**src/sv/i2c_slave_register_file_top_assert.svh**
```systemverilog
// ---------------------------------------------------------------------------
// I2C slave register file assertion macros
// Concurrent check wrappers, compiled out when SYNTH is defined.
// ---------------------------------------------------------------------------
`ifndef I2C_SLAVE_REGISTER_FILE_TOP_ASSERT_SVH
`define I2C_SLAVE_REGISTER_FILE_TOP_ASSERT_SVH

`ifndef SYNTH

// Same-cycle implication, disabled while reset is asserted.
`define I2C_SRF_ASSERT_SAME(lbl, clk, rst_n, ante, cons) \
	lbl: assert property (@(posedge clk) disable iff (!rst_n) (ante) |-> (cons)) \
		else $error("i2c_srf: same-cycle check failed");

// Next-cycle implication, disabled while reset is asserted.
`define I2C_SRF_ASSERT_NEXT(lbl, clk, rst_n, ante, cons) \
	lbl: assert property (@(posedge clk) disable iff (!rst_n) (ante) |=> (cons)) \
		else $error("i2c_srf: next-cycle check failed");

`else

`define I2C_SRF_ASSERT_SAME(lbl, clk, rst_n, ante, cons)
`define I2C_SRF_ASSERT_NEXT(lbl, clk, rst_n, ante, cons)

`endif

`endif

```
**src/sv/i2c_srf_pkg.sv**
```systemverilog
// ---------------------------------------------------------------------------
// I2C slave register file package
// Sizes, event codes, register indexes and the output word layout.
// ---------------------------------------------------------------------------
`default_nettype none

package i2c_srf_pkg;

	// Store depth and derived widths
	localparam int DEPTH = 64;
	localparam int AW    = (DEPTH > 1) ? $clog2(DEPTH) : 1;
	localparam int PW    = $clog2(DEPTH + 1);

	// Fixed field widths
	localparam int MODE_W  = 3;
	localparam int DATA_W  = 8;
	localparam int IDX_W   = 6;
	localparam int FSEL_W  = 2;
	localparam int BUF_W   = 7;
	localparam int PTR_W   = 6;
	localparam int IN_W    = 16;
	localparam int OUT_W   = 32;

	// Event codes
	localparam logic [MODE_W-1:0] MODE_START = 3'd0;
	localparam logic [MODE_W-1:0] MODE_RX    = 3'd1;
	localparam logic [MODE_W-1:0] MODE_RD    = 3'd2;
	localparam logic [MODE_W-1:0] MODE_STOP  = 3'd3;
	localparam logic [MODE_W-1:0] MODE_GCALL = 3'd4;
	localparam logic [MODE_W-1:0] MODE_HWR   = 3'd5;
	localparam logic [MODE_W-1:0] MODE_HRD   = 3'd6;
	localparam logic [MODE_W-1:0] MODE_FLAG  = 3'd7;

	// Flag selects
	localparam logic [FSEL_W-1:0] FSEL_RX = 2'd0;
	localparam logic [FSEL_W-1:0] FSEL_TX = 2'd1;
	localparam logic [FSEL_W-1:0] FSEL_GC = 2'd2;

	// Configuration register indexes
	localparam logic [0:0] CFG_BUFSIZE = 1'b0;
	localparam logic [0:0] CFG_ENABLE  = 1'b1;

	localparam logic [BUF_W-1:0]  BUF_RESET     = 7'd64;
	localparam logic [DATA_W-1:0] PAST_END_BYTE = 8'hFF;

	// Result word, lowest field last
	typedef struct packed {
		logic [5:0]        pad;
		logic              wake;
		logic [PTR_W-1:0]  ptr;
		logic              gc;
		logic              tx_done;
		logic              rx_done;
		logic [DATA_W-1:0] host_data;
		logic [DATA_W-1:0] tx_byte;
	} out_word_t;

	// Item held between the access cycle and the output register
	typedef struct packed {
		logic             tx_ram;
		logic             host_ram;
		logic             tx_ff;
		logic             tx_v;
		logic             wake;
		logic             rdv;
		logic             rx_done;
		logic             tx_done;
		logic             gc;
		logic [PTR_W-1:0] ptr;
	} stage_t;

endpackage

`default_nettype wire

```
**src/sv/i2c_srf_ram.sv**
```systemverilog
// ---------------------------------------------------------------------------
// I2C slave register file RAM
// Simple dual-port RAM, one write and one registered read per cycle.
// ---------------------------------------------------------------------------
`default_nettype none

module i2c_srf_ram #(
	parameter int WIDTH = 8,
	parameter int DEPTH = 64
) (
	input  wire logic                                  clk,
	input  wire logic                                  we,
	input  wire logic [((DEPTH > 1) ? $clog2(DEPTH) : 1)-1:0] waddr,
	input  wire logic [WIDTH-1:0]                      wdata,
	input  wire logic                                  re,
	input  wire logic [((DEPTH > 1) ? $clog2(DEPTH) : 1)-1:0] raddr,
	output logic      [WIDTH-1:0]                      rdata
);

	logic [WIDTH-1:0] mem [DEPTH];

	always_ff @(posedge clk) begin
		if (we) begin
			mem[waddr] <= wdata;
		end
		// hold read data until the next read
		if (re) begin
			rdata <= mem[raddr];
		end
	end

endmodule

`default_nettype wire

```
**src/sv/i2c_slave_register_file_top.sv**
```systemverilog
// ---------------------------------------------------------------------------
// I2C slave register file
// Register-pointer buffer behind an I2C slave, driven by bus and host events.
// ---------------------------------------------------------------------------
// Each input word is one event: a bus event (start, received byte, read
// request, stop, general call) or a host access (buffer write, buffer read,
// flag write), selected by s_tuser. Every event yields exactly one result
// word carrying the transmit byte, the host read byte, the three status
// flags, the internal pointer and a wake bit. The block takes one word per
// clock unless stalled: all pointer and flag state updates in the accept
// cycle, the buffer RAM answers in the next cycle, and a result register
// holds the word for the downstream side. The word passes two register
// stages (the RAM stage and the result register); m_tvalid rises once the
// word moves from the RAM stage into the result register. Input is
// stalled only when both the RAM stage and the result register are full
// and m_tready is low. The buffer reads as zero after reset: a
// flip-flop valid bit per entry, cleared by reset, masks entries never
// written, so there is no clearing pass. Configuration (buffer_size at
// index 0, slave_enable at index 1) is written through cfg_we and should
// only change while no event is in flight.
// ---------------------------------------------------------------------------
`default_nettype none

module i2c_slave_register_file_top (
	input  wire logic        clk,
	input  wire logic        arst_n,

	input  wire logic        cfg_we,
	input  wire logic [0:0]  cfg_index,
	input  wire logic [6:0]  cfg_wdata,

	input  wire logic        s_tvalid,
	output logic             s_tready,
	input  wire logic [15:0] s_tdata,   // data_byte[7:0], host_index[13:8], flag_select[15:14]
	input  wire logic [2:0]  s_tuser,   // mode[2:0]

	output logic             m_tvalid,
	input  wire logic        m_tready,
	output logic [31:0]      m_tdata,   // tx_byte[7:0], host_data[15:8], rx_done[16],
	                                    // tx_done[17], general_call_seen[18],
	                                    // pointer_address[24:19], wake[25], zero[31:26]
	output logic [0:0]       m_tuser    // tx_valid[0]
);

`include "i2c_slave_register_file_top_assert.svh"

	localparam int AW = i2c_srf_pkg::AW;
	localparam int PW = i2c_srf_pkg::PW;

	// Configuration registers
	logic [i2c_srf_pkg::BUF_W-1:0] buf_q;
	logic                          en_q;

	// Transfer state
	logic [PW-1:0]          pos_q;
	logic [AW-1:0]          ptr_q;
	logic                   start_q;
	logic                   rxa_q;
	logic                   txa_q;
	logic                   rxd_q;
	logic                   txd_q;
	logic                   gc_q;
	logic [i2c_srf_pkg::DEPTH-1:0] vld_q;

	// Input word fields
	logic [i2c_srf_pkg::MODE_W-1:0] mode;
	logic [i2c_srf_pkg::DATA_W-1:0] data;
	logic [i2c_srf_pkg::IDX_W-1:0]  hidx;
	logic [i2c_srf_pkg::FSEL_W-1:0] fsel;

	assign mode = s_tuser;
	assign data = s_tdata[7:0];
	assign hidx = s_tdata[13:8];
	assign fsel = s_tdata[15:14];

	logic acc;
	assign acc = s_tvalid && s_tready;

	// Active size: smaller of buffer_size and the store depth
	logic [PW-1:0] lim;
	always_comb begin
		if (int'(buf_q) > i2c_srf_pkg::DEPTH) begin
			lim = PW'(i2c_srf_pkg::DEPTH);
		end else begin
			lim = PW'(buf_q);
		end
	end

	logic          pos_in;
	logic          data_in;
	logic          hidx_in;
	logic [PW-1:0] rd_pos;
	logic          rd_in;

	assign pos_in  = int'(pos_q) < int'(lim);
	assign data_in = int'(data) < int'(lim);
	assign hidx_in = int'(hidx) < i2c_srf_pkg::DEPTH;
	// a read after start begins at the internal pointer
	assign rd_pos  = start_q ? PW'(ptr_q) : pos_q;
	assign rd_in   = int'(rd_pos) < int'(lim);

	// Next state and RAM access for the word at the input
	logic [PW-1:0]  n_pos;
	logic [AW-1:0]  n_ptr;
	logic           n_start;
	logic           n_rxa;
	logic           n_txa;
	logic           n_rxd;
	logic           n_txd;
	logic           n_gc;
	logic           ram_we;
	logic [AW-1:0]  ram_waddr;
	logic           ram_re;
	logic [AW-1:0]  ram_raddr;
	i2c_srf_pkg::stage_t n_s1;

	always_comb begin
		n_pos     = pos_q;
		n_ptr     = ptr_q;
		n_start   = start_q;
		n_rxa     = rxa_q;
		n_txa     = txa_q;
		n_rxd     = rxd_q;
		n_txd     = txd_q;
		n_gc      = gc_q;
		ram_we    = 1'b0;
		ram_waddr = '0;
		ram_re    = 1'b0;
		ram_raddr = '0;
		n_s1      = '0;

		case (mode)
			i2c_srf_pkg::MODE_START: begin
				if (en_q) begin
					n_start = 1'b1;
					n_pos   = '0;
				end
			end
			i2c_srf_pkg::MODE_RX: begin
				if (en_q) begin
					if (start_q) begin
						// first byte sets the pointer, out of range falls back to 0
						n_start = 1'b0;
						n_rxa   = 1'b1;
						n_ptr   = data_in ? AW'(data) : '0;
						n_pos   = data_in ? PW'(data) : '0;
					end else if (pos_in) begin
						ram_we    = 1'b1;
						ram_waddr = pos_q[AW-1:0];
						n_pos     = pos_q + PW'(1);
					end
				end
			end
			i2c_srf_pkg::MODE_RD: begin
				if (en_q) begin
					if (start_q) begin
						n_start = 1'b0;
						n_txa   = 1'b1;
					end
					if (rd_in) begin
						ram_re      = 1'b1;
						ram_raddr   = rd_pos[AW-1:0];
						n_s1.tx_ram = 1'b1;
						n_pos       = rd_pos + PW'(1);
					end else begin
						n_s1.tx_ff = 1'b1;
						n_pos      = rd_pos;
					end
					n_s1.tx_v = 1'b1;
				end
			end
			i2c_srf_pkg::MODE_STOP: begin
				if (en_q) begin
					if (rxa_q) begin
						n_rxa = 1'b0;
						n_rxd = 1'b1;
					end
					if (txa_q) begin
						n_txa = 1'b0;
						n_txd = 1'b1;
					end
					n_s1.wake = 1'b1;
				end
			end
			i2c_srf_pkg::MODE_GCALL: begin
				if (en_q) begin
					n_gc      = 1'b1;
					n_s1.wake = 1'b1;
				end
			end
			i2c_srf_pkg::MODE_HWR: begin
				if (hidx_in) begin
					ram_we    = 1'b1;
					ram_waddr = AW'(hidx);
				end
			end
			i2c_srf_pkg::MODE_HRD: begin
				if (hidx_in) begin
					ram_re        = 1'b1;
					ram_raddr     = AW'(hidx);
					n_s1.host_ram = 1'b1;
				end
			end
			i2c_srf_pkg::MODE_FLAG: begin
				case (fsel)
					i2c_srf_pkg::FSEL_RX: n_rxd = data[0];
					i2c_srf_pkg::FSEL_TX: n_txd = data[0];
					i2c_srf_pkg::FSEL_GC: n_gc  = data[0];
					default: ;
				endcase
			end
			default: ;
		endcase

		n_s1.rdv     = vld_q[ram_raddr];
		n_s1.rx_done = n_rxd;
		n_s1.tx_done = n_txd;
		n_s1.gc      = n_gc;
		n_s1.ptr     = i2c_srf_pkg::PTR_W'(n_ptr);
	end

	// Buffer RAM
	logic [i2c_srf_pkg::DATA_W-1:0] ram_rdata;

	i2c_srf_ram #(
		.WIDTH(i2c_srf_pkg::DATA_W),
		.DEPTH(i2c_srf_pkg::DEPTH)
	) u_ram (
		.clk  (clk),
		.we   (acc && ram_we),
		.waddr(ram_waddr),
		.wdata(data),
		.re   (acc && ram_re),
		.raddr(ram_raddr),
		.rdata(ram_rdata)
	);

	// Configuration writes
	always_ff @(posedge clk or negedge arst_n) begin
		if (!arst_n) begin
			buf_q <= i2c_srf_pkg::BUF_RESET;
			en_q  <= 1'b0;
		end else if (cfg_we) begin
			case (cfg_index)
				i2c_srf_pkg::CFG_BUFSIZE: buf_q <= cfg_wdata;
				i2c_srf_pkg::CFG_ENABLE:  en_q  <= cfg_wdata[0];
				default: ;
			endcase
		end
	end

	// Transfer state and entry valid bits advance on each accepted word
	always_ff @(posedge clk or negedge arst_n) begin
		if (!arst_n) begin
			pos_q   <= '0;
			ptr_q   <= '0;
			start_q <= 1'b0;
			rxa_q   <= 1'b0;
			txa_q   <= 1'b0;
			rxd_q   <= 1'b0;
			txd_q   <= 1'b0;
			gc_q    <= 1'b0;
			vld_q   <= '0;
		end else if (acc) begin
			pos_q   <= n_pos;
			ptr_q   <= n_ptr;
			start_q <= n_start;
			rxa_q   <= n_rxa;
			txa_q   <= n_txa;
			rxd_q   <= n_rxd;
			txd_q   <= n_txd;
			gc_q    <= n_gc;
			if (ram_we) begin
				vld_q[ram_waddr] <= 1'b1;
			end
		end
	end

	// RAM stage: word waits here for the read data
	logic                v_s1;
	i2c_srf_pkg::stage_t w_s1;
	logic                adv;
	logic                out_valid_q;

	assign adv      = v_s1 && (!out_valid_q || m_tready);
	assign s_tready = !v_s1 || adv;

	always_ff @(posedge clk or negedge arst_n) begin
		if (!arst_n) begin
			v_s1 <= 1'b0;
		end else if (acc) begin
			v_s1 <= 1'b1;
		end else if (adv) begin
			v_s1 <= 1'b0;
		end
	end

	always_ff @(posedge clk) begin
		if (acc) begin
			w_s1 <= n_s1;
		end
	end

	// Merge read data; an entry never written reads as zero
	logic [i2c_srf_pkg::DATA_W-1:0] rd_byte;
	i2c_srf_pkg::out_word_t         n_out;

	always_comb begin
		rd_byte = w_s1.rdv ? ram_rdata : '0;
		n_out   = '0;
		if (w_s1.tx_ram) begin
			n_out.tx_byte = rd_byte;
		end else if (w_s1.tx_ff) begin
			n_out.tx_byte = i2c_srf_pkg::PAST_END_BYTE;
		end
		n_out.host_data = w_s1.host_ram ? rd_byte : '0;
		n_out.rx_done   = w_s1.rx_done;
		n_out.tx_done   = w_s1.tx_done;
		n_out.gc        = w_s1.gc;
		n_out.ptr       = w_s1.ptr;
		n_out.wake      = w_s1.wake;
	end

	// Result register
	logic                   out_txv_q;
	i2c_srf_pkg::out_word_t out_q;

	always_ff @(posedge clk or negedge arst_n) begin
		if (!arst_n) begin
			out_valid_q <= 1'b0;
		end else if (adv) begin
			out_valid_q <= 1'b1;
		end else if (m_tready) begin
			out_valid_q <= 1'b0;
		end
	end

	always_ff @(posedge clk) begin
		if (adv) begin
			out_q     <= n_out;
			out_txv_q <= w_s1.tx_v;
		end
	end

	assign m_tvalid = out_valid_q;
	assign m_tdata  = out_q;
	assign m_tuser  = out_txv_q;

	// Checks
	`I2C_SRF_ASSERT_NEXT(a_wr_sets_valid, clk, arst_n, acc && ram_we, vld_q[$past(ram_waddr)])
	`I2C_SRF_ASSERT_SAME(a_out_from_stage, clk, arst_n, $rose(out_valid_q), $past(v_s1))
	`I2C_SRF_ASSERT_SAME(a_txv_no_wake, clk, arst_n, out_valid_q, !(out_txv_q && out_q.wake))
	`I2C_SRF_ASSERT_NEXT(a_start_arms, clk, arst_n, acc && en_q && (mode == i2c_srf_pkg::MODE_START), start_q && (pos_q == '0))

endmodule

`default_nettype wire
```
**config.mk**
```make
export PLATFORM = sky130hd
export DESIGN_NAME = i2c_slave_register_file_top
export DESIGN_NICKNAME = d
export VERILOG_FILES = /design/src/sv/i2c_srf_pkg.sv /design/src/sv/i2c_srf_ram.sv /design/src/sv/i2c_slave_register_file_top.sv
export VERILOG_INCLUDE_DIRS = /design/src /design/src/sv
export SDC_FILE = /design/constraint.sdc
export NUM_CORES = 1
export LEC_CHECK = 0
export BUFFER_PORTS_ARGS = -buffer_cell sky130_fd_sc_hd__buf_2
export CAP_MARGIN = 20
export CORE_UTILIZATION = 48
export CTS_CLUSTER_DIAMETER = 40
export CTS_CLUSTER_SIZE = 40
export DETAILED_ROUTE_END_ITERATION = 16
export PLACE_DENSITY = 0.66
export SLEW_MARGIN = 20
export SYNTH_ARGS = -nofsm -noshare
export SYNTH_HDL_FRONTEND = slang
export SYNTH_SLANG_ARGS = --single-unit
```
**constraint.sdc**
```tcl
create_clock -name clk -period 4.5 [get_ports clk]
set_input_delay 0.9 -clock clk [delete_from_list [all_inputs] [get_ports clk]]
set_output_delay 0.9 -clock clk [all_outputs]
set_load 0.03 [all_outputs]
```
-- Yosys cells after proc, flatten, opt, wreduce, memory -nomap -nowiden
Memories as Yosys holds them, arrays and structs flattened. A register that Yosys moved wholly into a read port is not among the register bits.
Cells that the tools add are included.
- flip-flop bits (word level): 135
- memory bits (writable): 512
- input port bits: 32
- output and inout bits: 35
- logic and storage cells: 150
- memories: 1
- add/sub/neg operators: 2
- magnitude comparators: 7
- equality and inequality tests: 17
- muxes and demuxes: 63
- bitwise logic cells: 2
- reductions and logical operators: 27
- memories (name ; depth ; bits a word ; read ports ; clocked after Yosys merged registers in ; wr ports ; line ; source):
    u_ram.mem ; 64 ; 8 ; 1 ; 1 ; 1 ; i2c_srf_ram.sv:20 ; logic [WIDTH-1:0] mem [DEPTH];
- operators by type and width (cell ; count):
    $or A64 B64 Y64 ; 1
    $mux W7 ; 9
    $mux W6 ; 9
    $mux W1 ; 29
    $mux W8 ; 3
    $pmux W6 S2 ; 2
    $pmux W7 S3 ; 1
    $pmux W1 S2 ; 8
    $add A7 B1 Y7 const B ; 2
    $lt A6 B7 Y1 const B ; 2
    $lt A7 B7 Y1 ; 2
    $eq A3 B3 Y1 const B ; 4
    $ne A2 B2 Y1 const B ; 6
    $reduce_and A5 Y1 ; 2
    $reduce_bool A2 Y1 ; 5
    $lt A8 B7 Y1 ; 1
    $reduce_and A2 Y1 ; 4
    $gt A7 B7 Y1 const B ; 1
    $bmux W1 S6 ; 1
    $demux W1 S6 ; 1
    $eq A3 B2 Y1 const B ; 2
    $ge A6 B1 Y1 const B ; 1
    $reduce_and A6 Y1 ; 1
    $logic_and A1 B1 Y1 ; 5
    13 further kinds ; 16

-- Longest topological paths before layout
Gate-level depths: netlist (run 1).
- depth in word-level cells: 12
- depth in mapped cells: 20

-- Hierarchy
Synthesis (run 1) repeated with hierarchy kept, for this count alone.
- cells, all modules: 1536
- area, all modules: 27049.7 µm²
- modules (own cells, without submodules) (module ; times used ; cells each ; area an instance (µm²)):
    i2c_srf_ram ; 1 ; 940 ; 20246.9
    i2c_slave_register_file_top ; 1 ; 596 ; 6802.8

-- Worst setup path before layout (run 1)
No wires, ideal clock.
- path type: register -> register
- start point: register start_q
- end point: register u_ram.rdata[4] (read register of u_ram.mem) (data pin)
- setup time: 0.256 ns
- arrival time: 4.260 ns
- data required time: 4.244 ns
- setup slack: -0.015 ns
- cell stages (with the launch flop): 18
- buffers on the path: 5
- clock period less this slack: 4.515 ns
- cells stage by stage: dfrtp_1 -> buf_2 -> mux2_2 -> ha_1 -> or4b_4 -> o221a_4 -> buf_6 -> nor2_1 -> ha_1 -> inv_1 -> o22ai_1 -> buf_2 -> clkbuf_1 -> clkbuf_1 -> nand3_1 -> a311oi_1 -> a21oi_1 -> and4_1
- word-level cells in the longest chain between the ends: 6
- elaborated cells on any way between the ends: 9
- those cells by class: 1 x order compare; 7 x mux; 1 x reduce/logical
- ends and longest elaborated chain (what ; line ; source):
    start, declared ; i2c_slave_register_file_top.sv:57 ; logic start_q;
    start signal, assigned ; i2c_slave_register_file_top.sv:267 ; start_q <= n_start;
    $mux W7 * ; i2c_slave_register_file_top.sv:99 ; assign rd_pos = start_q ? PW'(ptr_q) : pos_q;
    $lt A7 B7 Y1 ; i2c_slave_register_file_top.sv:100 ; assign rd_in = int'(rd_pos) < int'(lim);
    $mux W1 ; i2c_slave_register_file_top.sv:160 ; if (rd_in) begin
    $mux W1 ; i2c_slave_register_file_top.sv:155 ; if (en_q) begin
    $pmux W1 S2 ; i2c_slave_register_file_top.sv:132 ; case (mode)
    $logic_and A1 B1 Y1 ; i2c_slave_register_file_top.sv:233 ; .re (acc && ram_re),
    end, declared ; i2c_srf_ram.sv:17 ; output logic [WIDTH-1:0] rdata
Every way passes the cells marked *; elsewhere a longest branch is shown, timed or not.
A chain may end at the register's enable or synchronous reset.

-- Worst setup path in the final report (run 1)
- start point: register start_q
- end point: register u_ram.rdata[0] (read register of u_ram.mem) (data pin)
The elaborated chain is that of the path after synthesis.

==> run_results.csv, run 1 <==
group,metric,value,unit
run_status,outcome,"finished clean",
critical_path,path_max_fanout,35,
timing,tightestPinTransition,0.999,ns
synthesis,synthTopCellsByCount,"564 x nand2_1, 562 x edfxtp_1, 146 x nand3_1",
critical_path,crit_chain,"mux2_2 > ha_1 > or4b_4 > o221a_4 > nor2_1 > ha_2 > inv_1 > o22ai_4 > buf_12 > buf_12 > nand2_1 > and3_1 > a31oi_1 > o22ai_1 > o221ai_1 > and4_1",
placed_design,dp_hpwl,49.0,mm
finish,area_growth,18.7,%
synthesis,yosysSeqAreaShare,69.8,%
timing,fin_skew,0.0274,ns
synthesis,ys_types,74,
synthesis,yosysMostFrequentCell,"nand2_1",
synthesis,syn_inst,2231,
routing,wl_per_cell,23.7,um
floorplan,die-area,58300,um2
placed_design,place_area,29600,um2
routing,vias,19200,
grt,grt_pass1_wl,116,mm
timing,setup_viol,0,
clocking,path_clk_slew,0.06,ns
pwr,power.total,0.0149,W
timing,drv_slew,0,
synthesis,synth_flop_cell,"edfxtp_1",
placed_design,port_buffers,60,
critical_path,crit_path_end_kind,"register",
routing,ant_nets,0,
grt,grt_max_degree,81,
synthesis,synth.cell_area,27500,um2
grt,track_usage,26.9,%
grt,grt_overflow,0,
clocking,root_buffer,"clkbuf_16",
worst_hold_path,hold_path.class,"input pin to asynchronous set/reset pin",
floorplan,rows,87,
routing,drt_iter0_drc,1879,
critical_path,path_class,"register to register",
floorplan,coreArea,56500,um2
clocking,cts.sinks,655,
run,cap_violations,0,
timing,period_needed,4.42,ns
timing,worst_slack,0.0802,ns
synthesis,yosysTopAreaCellShare,61.3,%
placed_design,place.gp.congestion,0.944,
routing,routed_wl,76.8,mm
floorplan,initial_core_util,48.7,%
timing,final_hold_viol_count,0,
synthesis,async_reset_ff_share,14.2,%
pwr,p_leak,12.2,nW
critical_path,arrival,4.90,ns
critical_path,cpPeakStageDelay,0.54,ns
finish,design_area,32700,um2
clocking,cts_buffers,86,
finish,final_util,57.8,%
pwr,ir_drop,0.278,mV
placed_design,post-place-ws,-0.0609,ns
clocking,cts_tree,"built",
critical_path,critPathRequiredTime,4.98,ns
timing,relSlewSlack,33.1,%
grt,grt_antenna_before_repair,1,
grt,grt_pass1_vias,18700,
critical_path,cpMostUsedCell,"buf_12",
floorplan,die_w,241,um
pwr,powerDensity,456,nW/um2
routing,firstDrtPassIters,6,
finish,final_nets,2456,
critical_path,worstSetupStartpointType,"register",
synthesis,synth_area_leaders,"edfxtp_1 61%, dfrtp_1 8.4%, nand2_1 7.7%",
clocking,clock_latency,0.64,ns
clocking,ctsHtreeMaxLevel,3,
synthesis,syn_area_per_cell,12.3,um2
routing,viasPerCell,5.93,
finish,drive_gt1_share,16.9,%
timing,max_freq,226,MHz
synthesis,ys_warn_count,0,
routing,drc,0,
synthesis,synth.largest_area_cell,"edfxtp_1",
clocking,clk_path_buf_depth,3,
synthesis,synth-edff-count,562,
timing,holdWs,0.367,ns
synthesis,ys_seq_elements,655,
timing,period_share,98.2,%
critical_path,cp_slowest_cell,"or4b_4",
floorplan,die_y,241,um
floorplan,ioPinCount,67,
timing,rsz0062_at_grt,"yes",
## per-stage QoR
| stage | setup TNS [ns] | std cells |
|---|---|---|
| 3_3_place_gp | -0.0614 | 3069 |
| 5_1_grt | -0.0734 | 3232 |
| 2_1_floorplan | 0 | 2236 |
| 6_report | 0 | 3233 |
| 3_5_place_dp | -0.0609 | 3069 |
| 4_1_cts | 0 | 3230 |
## cells in the final DEF (no fill, tap or decap), types with 59 or more instances in the layout
cell         n
buf_4      143
nand2_1    564
clkbuf_16   93
nand3_1    146
o21bai_1    64
a21oi_1     93
nor2_1      95
buf_2       59
edfxtp_1   562
and3_1      71
dfrtp_1     92
## registers in the layout (all words and copies together) (netlist names), 5 cells and up
signal / cells
buf_q: 7
pos_q: 7
u_ram.rdata: 8
ptr_q: 6
u_ram.mem: 512
n_out: 10
w_s1: 5
m_tdata: 26
vld_q: 64
## routing by layer
metal	global-route usage, %	routed length (um)	up-vias
li1	-	-	8570
met1	35.7	31200	9499
met2	42.9	36300	945
met3	5.24	6170	168
met4	12.2	3150	0
met5	0	0	-
## kinds of logic after synthesis
logic type                 count (synthesis)  share of synthesized area (%)
and+or+nand+nor                          961                           15.3
DFF                                      655                           69.8
AOI/OAI and AO/OA                        380                           9.16
buffers and inverters                    153                           2.47
muxes                                     54                           2.09
adders and majority gates                 21                          0.955
xor gates and xnor gates                   6                          0.191
other                                      1                         0.0136
## area by class of cell
class	instances	area (um2)
flip-flops and latches	655	19200
inverters	13	48.8
multi-input cells	1428	7750
well taps	756	946
fillers	4488	23800
clock inverters	65	654
repair buffers	219	1700
clock buffers	96	2350
diodes	1	2.50
## what timing repair did
| item | CTS | global route |
|---|---|---|
| resized for setup | 2 | 16 |
| setup endpoints to repair | 2 | 9 |
| buffers inserted | 0 | 2 |
| hold buffers | 0 | 0 |
| pin swaps | 0 | 1 |
## final timing paths
check                          from             end  slack [ns]  depth (start not counted)
max in group asynchronous    arst_n       vld_q[52]        3.26                          2
hold / removal               arst_n            gc_q        0.37                          1
hold reg to reg            w_s1[11]         m_tuser        0.41                          0
setup reg to reg            start_q  u_ram.rdata[0]        0.08                         16
min in group clk           w_s1[11]         m_tuser        0.41                          0
setup / recovery            start_q  u_ram.rdata[0]        0.08                         16
## report_power, final
part	internal (W)	switching, W	leakage (nW)
Combinational	0.000371	0.000753	4.41
Clock	0.00413	0.00287	1.48
Sequential	0.00670	0.0000796	6.34
## critical path: cells and delay by family, from the launching register on
kind | cells | cell delay [ns]
AND/OR/NAND/NOR | 5 | 1.21
AO/OA/AOI/OAI | 5 | 1.21
buffers and inverters | 3 | 0.50
adder cells (fa/ha/maj) | 2 | 0.49
multiplexers | 1 | 0.43
flip-flops | 1 | 0.39
No activity file was read; power rests on OpenSTA's default activity.
==> inputs of run 2 (changes only) <==
--- a/config.mk
+++ b/config.mk
@@ -8,11 +8,12 @@
 export LEC_CHECK = 0
 export BUFFER_PORTS_ARGS = -buffer_cell sky130_fd_sc_hd__buf_2
 export CAP_MARGIN = 20
-export CORE_UTILIZATION = 48
+export CORE_UTILIZATION = 56
 export CTS_CLUSTER_DIAMETER = 40
 export CTS_CLUSTER_SIZE = 40
 export DETAILED_ROUTE_END_ITERATION = 16
-export PLACE_DENSITY = 0.66
+export HOLD_SLACK_MARGIN = 0.06
+export PLACE_DENSITY = 0.75
 export SLEW_MARGIN = 20
 export SYNTH_ARGS = -nofsm -noshare
 export SYNTH_HDL_FRONTEND = slang
==> run_results.csv, run 2 (same netlist as run 1, synthesis figures left out) <==
group,metric,value,unit
run_status,outcome,"finished clean",
finish,final_cells,3125,
timing,drv_slew,0,
timing,fin_skew,0.0170,ns
pwr,switching_share,24.8,%
routing,firstDrtPassIters,6,
clocking,cts_hold_buf,0,
finish,largest_reg_flops,512,
clocking,ctsHtreeMaxLevel,3,
floorplan,coreArea,48100,um2
finish,area_growth,17.5,%
floorplan,die_y,224,um
critical_path,crit_chain,"mux2_2 > ha_1 > or4b_4 > o221a_4 > nor2_1 > ha_1 > inv_1 > o22ai_4 > buf_12 > nand2_1 > a21oi_1 > nor4_1 > o21ai_0 > buf_4 > and4_1",
routing,routed_wl,76.2,mm
clocking,clock_latency,0.63,ns
routing,drt_iter0_drc,2516,
critical_path,cpPeakStageDelay,0.53,ns
routing,ant_nets,0,
pwr,internal_power,0.0109,W
finish,mostFrequentLayoutCells,"564 x nand2_1, 562 x edfxtp_1, 146 x nand3_1, 146 x buf_4, 93 x nor2_1",
timing,relSlewSlack,40.8,%
pwr,p_leak,12.1,nW
critical_path,path_class,"register to register",
placed_design,dp_hpwl,48.1,mm
grt,grt_pass1_vias,18500,
timing,period_share,97.0,%
finish,top_register,"u_ram.mem",
floorplan,rows,80,
clocking,root_buffer,"clkbuf_16",
timing,period_needed,4.36,ns
worst_hold_path,hold_path.class,"input pin to asynchronous set/reset pin",
grt,grt_max_degree,79,
clocking,cts_buffers,81,
grt,grt_overflow,0,
routing,wl_per_cell,24.4,um
finish,final_nets,2452,
placed_design,post-place-ws,0.00149,ns
clocking,cts.sinks,655,
finish,design_area,32300,um2
floorplan,die_w,224,um
placed_design,dp.cells,2970,
placed_design,port_buffers,60,
clocking,clk_path_buf_depth,3,
pwr,powerDensity,450,nW/um2
critical_path,worstSetupStartpointType,"register",
timing,setup_viol,0,
finish,nFillCells,3403,
critical_path,arrival,4.86,ns
timing,holdWs,0.389,ns
timing,final_hold_viol_count,0,
floorplan,ioPinCount,67,
routing,viasPerCell,6.22,
pwr,pwr-share-seq,46.6,%
pwr,switchingPower,0.00360,W
placed_design,place_area,29400,um2
grt,grt_antenna_before_repair,3,
pwr,pwr-share-clk,45.5,%
floorplan,die-area,50000,um2
grt,track_usage,30.7,%
clocking,path_clk_slew,0.06,ns
floorplan,initial_core_util,57.2,%
timing,tightestPinTransition,0.888,ns
critical_path,cp_slowest_cell,"or4b_4",
timing,rsz0062_at_grt,"yes",
finish,drive_gt1_share,16.9,%
critical_path,critPathRequiredTime,4.99,ns
routing,drc,0,
pwr,combPwrFrac,7.9,%
grt,grt_pass1_wl,113,mm
critical_path,cpMostUsedCell,"ha_1",
pwr,ir_drop,0.403,mV
routing,vias,19400,
timing,worst_slack,0.135,ns
timing,max_freq,229,MHz
finish,final_common_cell,"nand2_1",
clocking,cts_tree,"built",
placed_design,place.gp.congestion,0.956,
critical_path,crit_path_end_kind,"register",
run,cap_violations,0,
critical_path,path_max_fanout,35,
-- run 2: cell count changes in the layout (fill, tap and decap cells not counted), sizes merged --
cell	change
inv	-6
buf	+1
diode	+2
clkbuf	-9
clkinvlp	+4
clkinv	-2
bufinv	+2
-- run 2: power groups by stage --
stage	Sequential, W	Combinational [W]	Clock, W
6_report	0.00677	0.00115	0.00662
5_1_grt	0.00678	0.00123	0.00691
4_1_cts	0.00677	0.00112	0.00667
3_5_place_dp	0.00689	0.00111	0
3_3_place_gp	0.00689	0.00109	0
2_1_floorplan	0.00691	0.000602	0
-- run 2: worst paths after layout --
check	from	cells past startpoint	end	slack (ns)
max	start_q	15	u_ram.rdata[6]	0.14
min	arst_n	1	ptr_q[2]	0.39
max reg2reg	start_q	15	u_ram.rdata[6]	0.14
min reg2reg	w_s1[11]	0	m_tuser	0.42
max in group asynchronous	arst_n	2	vld_q[24]	3.15
min in group clk	w_s1[11]	0	m_tuser	0.42
-- run 2: cell type report --
class	count	area [um2]	area share [%]
Sequential cell	655	19200	59.4
Multi-Input combinational cell	1428	7770	24.0
Clock buffer	87	2110	6.53
Timing Repair Buffer	220	1700	5.24
Tap cell	656	821	2.54
Clock inverter	63	674	2.09
Inverter	13	48.8	0.151
Antenna cell	3	7.51	0.0232
-- run 2: worst max-delay path: cells and delay by family, from the launching register on --
kind | cells | cell delay [ns]
simple gates | 5 | 1.18
compound gates | 4 | 1.16
buf+inv | 3 | 0.51
fa+ha+maj | 2 | 0.48
flops | 1 | 0.44
mux | 1 | 0.42
-- run 2: layer usage --
layer	track usage, %	share of wire (%)
met5	0	0.018
met2	48.0	47
met4	12.7	3.8
met1	41.6	39
met3	7.03	11
-- run 2: timing repair --
action | CTS | global route
pin swaps | 0 | 1
cloned | 0 | 1
buffers inserted | 0 | 1
endpoints found under the setup margin | 4 | 38
resized for setup | 5 | 18
-- run 2: through the flow --
stage	utilization, %	TNS [ns]	total power, W
after detailed placement	61.2	0	0.00800
after CTS	67.0	0	0.0146
final	67.2	0	0.0145
after floorplan	-	0	0.00751
after global routing	67.1	-0.792	0.0149
after global placement	61.2	0	0.00798
